File: config.mk
export PLATFORM = sky130hd
export DESIGN_NAME = tcgr_out_buf
export DESIGN_NICKNAME = d
export VERILOG_FILES = /design/src/hw/rtl/tcgr_pkg.sv /design/src/hw/rtl/tcgr_out_buf.sv
export SDC_FILE = /design/constraint.sdc
export NUM_CORES = 1
export LEC_CHECK = 0
export BUFFER_PORTS_ARGS = -buffer_cell sky130_fd_sc_hd__buf_2
export CAP_MARGIN = 20
export CORE_ASPECT_RATIO = 0.9
export CORE_MARGIN = 2
export CORE_UTILIZATION = 38
export DETAILED_ROUTE_END_ITERATION = 16
export PLACE_DENSITY = 0.71
export REMOVE_ABC_BUFFERS = 1
export SLEW_MARGIN = 15
export SYNTH_ARGS = -nofsm -noshare
export SYNTH_HDL_FRONTEND = slang
export SYNTH_SLANG_ARGS = --single-unit
export TNS_END_PERCENT = 50
File: constraint.sdc
create_clock -name i_clk -period 10.65 [get_ports i_clk]
set_input_delay 0 -clock i_clk [delete_from_list [all_inputs] [get_ports i_clk]]
set_output_delay 0 -clock i_clk [all_outputs]
set_load 0.1 [all_outputs]
File: src/hw/rtl/tcgr_pkg.sv
`timescale 1ns / 1ps
// ----------------------------------------------------------------------------
// Text console glyph renderer package
// Shared types and constants for the glyph renderer modules.
// ----------------------------------------------------------------------------
package tcgr_pkg;

    localparam int COL_W   = 7;
    localparam int ROW_W   = 5;
    localparam int CODE_W  = 8;
    localparam int LINE_W  = 4;
    localparam int FADDR_W = CODE_W + LINE_W;
    localparam int COLOR_W = 24;
    localparam int CFG_IDX_W = 2;

    // Operation codes of an input item.
    localparam logic [1:0] OP_PRINT  = 2'd0;
    localparam logic [1:0] OP_TOGGLE = 2'd1;
    localparam logic [1:0] OP_FONT   = 2'd2;

    // Configuration register indexes.
    localparam logic [CFG_IDX_W-1:0] REG_INK    = 2'd0;
    localparam logic [CFG_IDX_W-1:0] REG_CURSOR = 2'd1;
    localparam logic [CFG_IDX_W-1:0] REG_PAPER  = 2'd2;

    localparam logic [COLOR_W-1:0] INK_RESET    = 24'hFFFFFF;
    localparam logic [COLOR_W-1:0] CURSOR_RESET = 24'h808080;
    localparam logic [COLOR_W-1:0] PAPER_RESET  = 24'h000000;

    // Character codes with special handling.
    localparam logic [CODE_W-1:0] CH_BS    = 8'h08;
    localparam logic [CODE_W-1:0] CH_TAB   = 8'h09;
    localparam logic [CODE_W-1:0] CH_NL    = 8'h0A;
    localparam logic [CODE_W-1:0] CH_CR    = 8'h0D;
    localparam logic [CODE_W-1:0] CH_SPACE = 8'h20;
    localparam logic [CODE_W-1:0] CH_BAR   = 8'h7C;

    localparam logic [LINE_W-1:0] LINE_LAST = 4'd15;
    localparam logic [8:0] TAB_STEP = 9'd4;

    typedef struct packed {
        logic [1:0]        operation;
        logic [CODE_W-1:0] char_code;
        logic [LINE_W-1:0] glyph_line;
        logic [7:0]        font_bits;
    } t_in_item;

    typedef struct packed {
        logic [9:0]         pixel_x;
        logic [8:0]         pixel_y;
        logic [7:0]         pattern;
        logic [COLOR_W-1:0] ink_color;
        logic [COLOR_W-1:0] paper_color;
        logic               last;
    } t_out_item;

    // Everything of a result row except the font pattern.
    typedef struct packed {
        logic [9:0]         pixel_x;
        logic [8:0]         pixel_y;
        logic [COLOR_W-1:0] ink_color;
        logic [COLOR_W-1:0] paper_color;
        logic               last;
    } t_row_tag;

    typedef struct packed {
        logic               en;
        logic [FADDR_W-1:0] addr;
    } t_font_rd;

    typedef struct packed {
        logic               en;
        logic [FADDR_W-1:0] addr;
        logic [7:0]         data;
    } t_font_wr;

    typedef struct packed {
        logic [CODE_W-1:0]  code;
        logic [COL_W-1:0]   col;
        logic [ROW_W-1:0]   row;
        logic [COLOR_W-1:0] ink;
    } t_cell;

endpackage

File: src/hw/rtl/tcgr_out_buf.sv
`timescale 1ns / 1ps
// ----------------------------------------------------------------------------
// Result buffer
// Two-entry queue between the font read stage and the result channel.
// ----------------------------------------------------------------------------
module tcgr_out_buf (
    input  logic                 i_clk,
    input  logic                 i_rst_n,
    input  logic                 i_push,
    input  tcgr_pkg::t_out_item  i_data,
    input  logic                 i_pop,
    output logic                 o_valid,
    output tcgr_pkg::t_out_item  o_data,
    output logic [1:0]           o_count
);
    import tcgr_pkg::*;

    t_out_item  r_entry [0:1];
    logic       r_wr_ptr;
    logic       r_rd_ptr;
    logic [1:0] r_count;

    always_ff @(posedge i_clk) begin
        if (i_push) begin
            r_entry[r_wr_ptr] <= i_data;
        end
    end

    always_ff @(posedge i_clk) begin
        if (!i_rst_n) begin
            r_wr_ptr <= 1'b0;
            r_rd_ptr <= 1'b0;
            r_count  <= '0;
        end else begin
            if (i_push) begin
                r_wr_ptr <= !r_wr_ptr;
            end
            if (i_pop) begin
                r_rd_ptr <= !r_rd_ptr;
            end
            r_count <= r_count + {1'b0, i_push} - {1'b0, i_pop};
        end
    end

    assign o_valid = (r_count != '0);
    assign o_data  = r_entry[r_rd_ptr];
    assign o_count = r_count;

endmodule

==> results_dict.tcl <==
set metrics [dict create \
    route.met3.wl_um 676 \
    worstPathMaxFanout 48 \
    finalClockSkew_ns 0.00555 \
    antenna_found_initial 0 \
    die_h_um 122 \
    cp.required_ns 10.65 \
    final.period_utilization 0.241 \
    hold_depth 2 \
    num_vias 3249 \
    seqCellArea_um2 4670 \
    post_cts_resized 0 \
    ys_warn_count 0 \
    numCtsBuffers 17 \
    core_um2 15200 \
    criticalPathCategory "reg2out" \
    m1WireLength_um 4450 \
    avgViaCountPerCell 4.50 \
    antenna_left 0 \
    placed_cell_area_um2 6860 \
    cts_buffer_depth 2 \
    drive_gt1_frac 0.519 \
    post_cts_buffers 0 \
    worstSetupEndpoint "o_data[31]" \
    wire_per_inst_um 15.0 \
    postSynthCellCount 256 \
    gp_congestion 0.659 \
    yosysUniqueCellTypes 15 \
    drv_slew 0 \
    firstDrtPassIters 5 \
    holdWs_ns 0.306 \
    grt_pass1_vias 3505 \
    drt_iter0_drc 186 \
    syn_area_um2 5860 \
    syn_to_final_growth_pct 43.4 \
    chipWidth_um 135 \
    clk_latency_ns 0.42 \
    diodes 0 \
    fmax_mhz 390 \
    final_nets 589 \
    io_pins 159 \
    r2r-start "r_wr_ptr" \
    utilization 0.552 \
    end_kind "output pin" \
    p_total_mw 1.87 \
    power_density_nw_per_um2 222 \
    rrSetupSlack_ns 8.11 \
    rsz0062_at_grt "no" \
    critPathLaunchType "register" \
    htreeDepth 4 \
    reg2reg_depth 4 \
    regToRegEndpoint "r_wr_ptr" \
    path_clk_slew_ns 0.06 \
    yosys_register_bits 157 \
    fillers 1124 \
    overflow 0 \
    top_layer_used "met4" \
    dp_cells 610 \
    grt_usage 0.135 \
    p_leak_nw 3.29 \
    num_rows 43 \
    ir_drop_v 0.000131 \
    drc 0 \
    cts_sinks 157 \
    grt_pass1_wl_um 16600 \
    dp_slack_ns 8.45 \
    maxCapViolCount 0 \
    final_cells 722 \
    hold_class "in2reg" \
    final_area_um2 8400 \
    dp_hpwl_um 6320 \
    wl_met2_um 5350 \
    initial_core_util 0.385 \
    portBuffers 158 \
    grt_max_degree 77 \
    tightest_slew_ns 1.06 \
    finalSetupViolCount 0 \
    cts_tree "yes" \
    cts_root_buf "clkbuf_16" \
    status "finished, final reports clean" \
    relSlewSlack 0.293 \
    cp.arrival_ns 2.56 \
    drt_wl_total_um 10800 \
    multiInputGateArea_um2 1130 \
    setup_ws_ns 8.09 \
    fin_crit_ns 2.56 \
    floorplan.die_area_um2 16400 \
    totalNegativeSetupSlack_ns 0 \
    hold_violations 0 \
    synth_seq_area_share 0.796 \
    syn_area_per_cell_um2 22.9 \
]
cells in the final DEF, fill, tap and decap left out, types with 3 or more instances in the layout:
master / netlist / routed
buf_2: 3 / 158
mux2_4: 40 / 40
clkbuf_16: 0 / 17
dfxtp_1: 5 / 4
edfxtp_1: 152 / 152
dlygate4sd3_1: 0 / 80
mux2_2: 36 / 36
bufinv_16: 0 / 9
and2_1: 4 / 3
power by group:
group          total, mW  switching [mW]  internal [mW]  leakage (nW)
registers          0.729          0.0138          0.715          1.47
clock network      0.744           0.228          0.516         0.350
logic              0.394           0.297         0.0971          1.48
logic make-up after synthesis:
| group | after synthesis | share of synthesized area |
|---|---|---|
| fa+ha+maj | 2 | 0.00427 |
| simple gates | 8 | 0.00854 |
| flops | 157 | 0.796 |
| mux | 76 | 0.172 |
| compound gates | 1 | 0.00128 |
| xor+xnor | 2 | 0.00534 |
| buf+inv | 10 | 0.0128 |
timing repair:
action / in CTS / in global routing
endpoints found under the setup margin: 0 / 0
hold buffers: 80 / 0
endpoints found under the hold margin: 157 / 0
synth_stat cells:
cell | count | share of area
edfxtp_1 | 152 | 0.78
mux2_4 | 40 | 0.10
mux2_2 | 36 | 0.069
dfxtp_1 | 5 | 0.017
and2_1 | 4 | 0.0043
buf_6 | 4 | 0.0077
buf_2 | 3 | 0.0026
nor2b_1 | 3 | 0.0032
ha_1 | 2 | 0.0043
inv_1 | 2 | 0.0013
buf_4 | 1 | 0.0013
o21a_1 | 1 | 0.0013
or2_2 | 1 | 0.0011
xnor3_1 | 1 | 0.0038
xor2_1 | 1 | 0.0015
worst min-delay path by stage:
stage,start,endpoint
floorplan,i_data[0],r_entry[0][0]
global placement,i_data[4],r_entry[1][4]
detailed placement,i_data[74],r_entry[1][74]
CTS,i_data[72],r_entry[1][72]
global route,i_data[20],r_entry[1][20]
finish,i_data[9],r_entry[1][9]
area by class of cell:
class	count	share of cell area
tap	202	0.0301
inverter	2	0.000894
clock inverter	12	0.0345
clock buffer	20	0.0532
sequential	157	0.556
multi-input combinational	89	0.134
timing repair buffer	240	0.191
registers in the layout, summed over array words and instances, names as in the netlist, named ones only:
signal	count
r_entry	152
r_wr_ptr	1
o_count	2
r_rd_ptr	1
critical path: stages (launching register included):
cell and delay (ns):
dfxtp_4 0.65, buf_4 0.68, mux2_2 0.30, buf_2 0.42
routing by layer:
layer	vias up	global-route usage
li1	1510	-
met2	132	0.226
met4	0	0.0809
met1	1578	0.153
met3	29	0.0429
met5	-	0
Power figures use the tool's default switching activity.
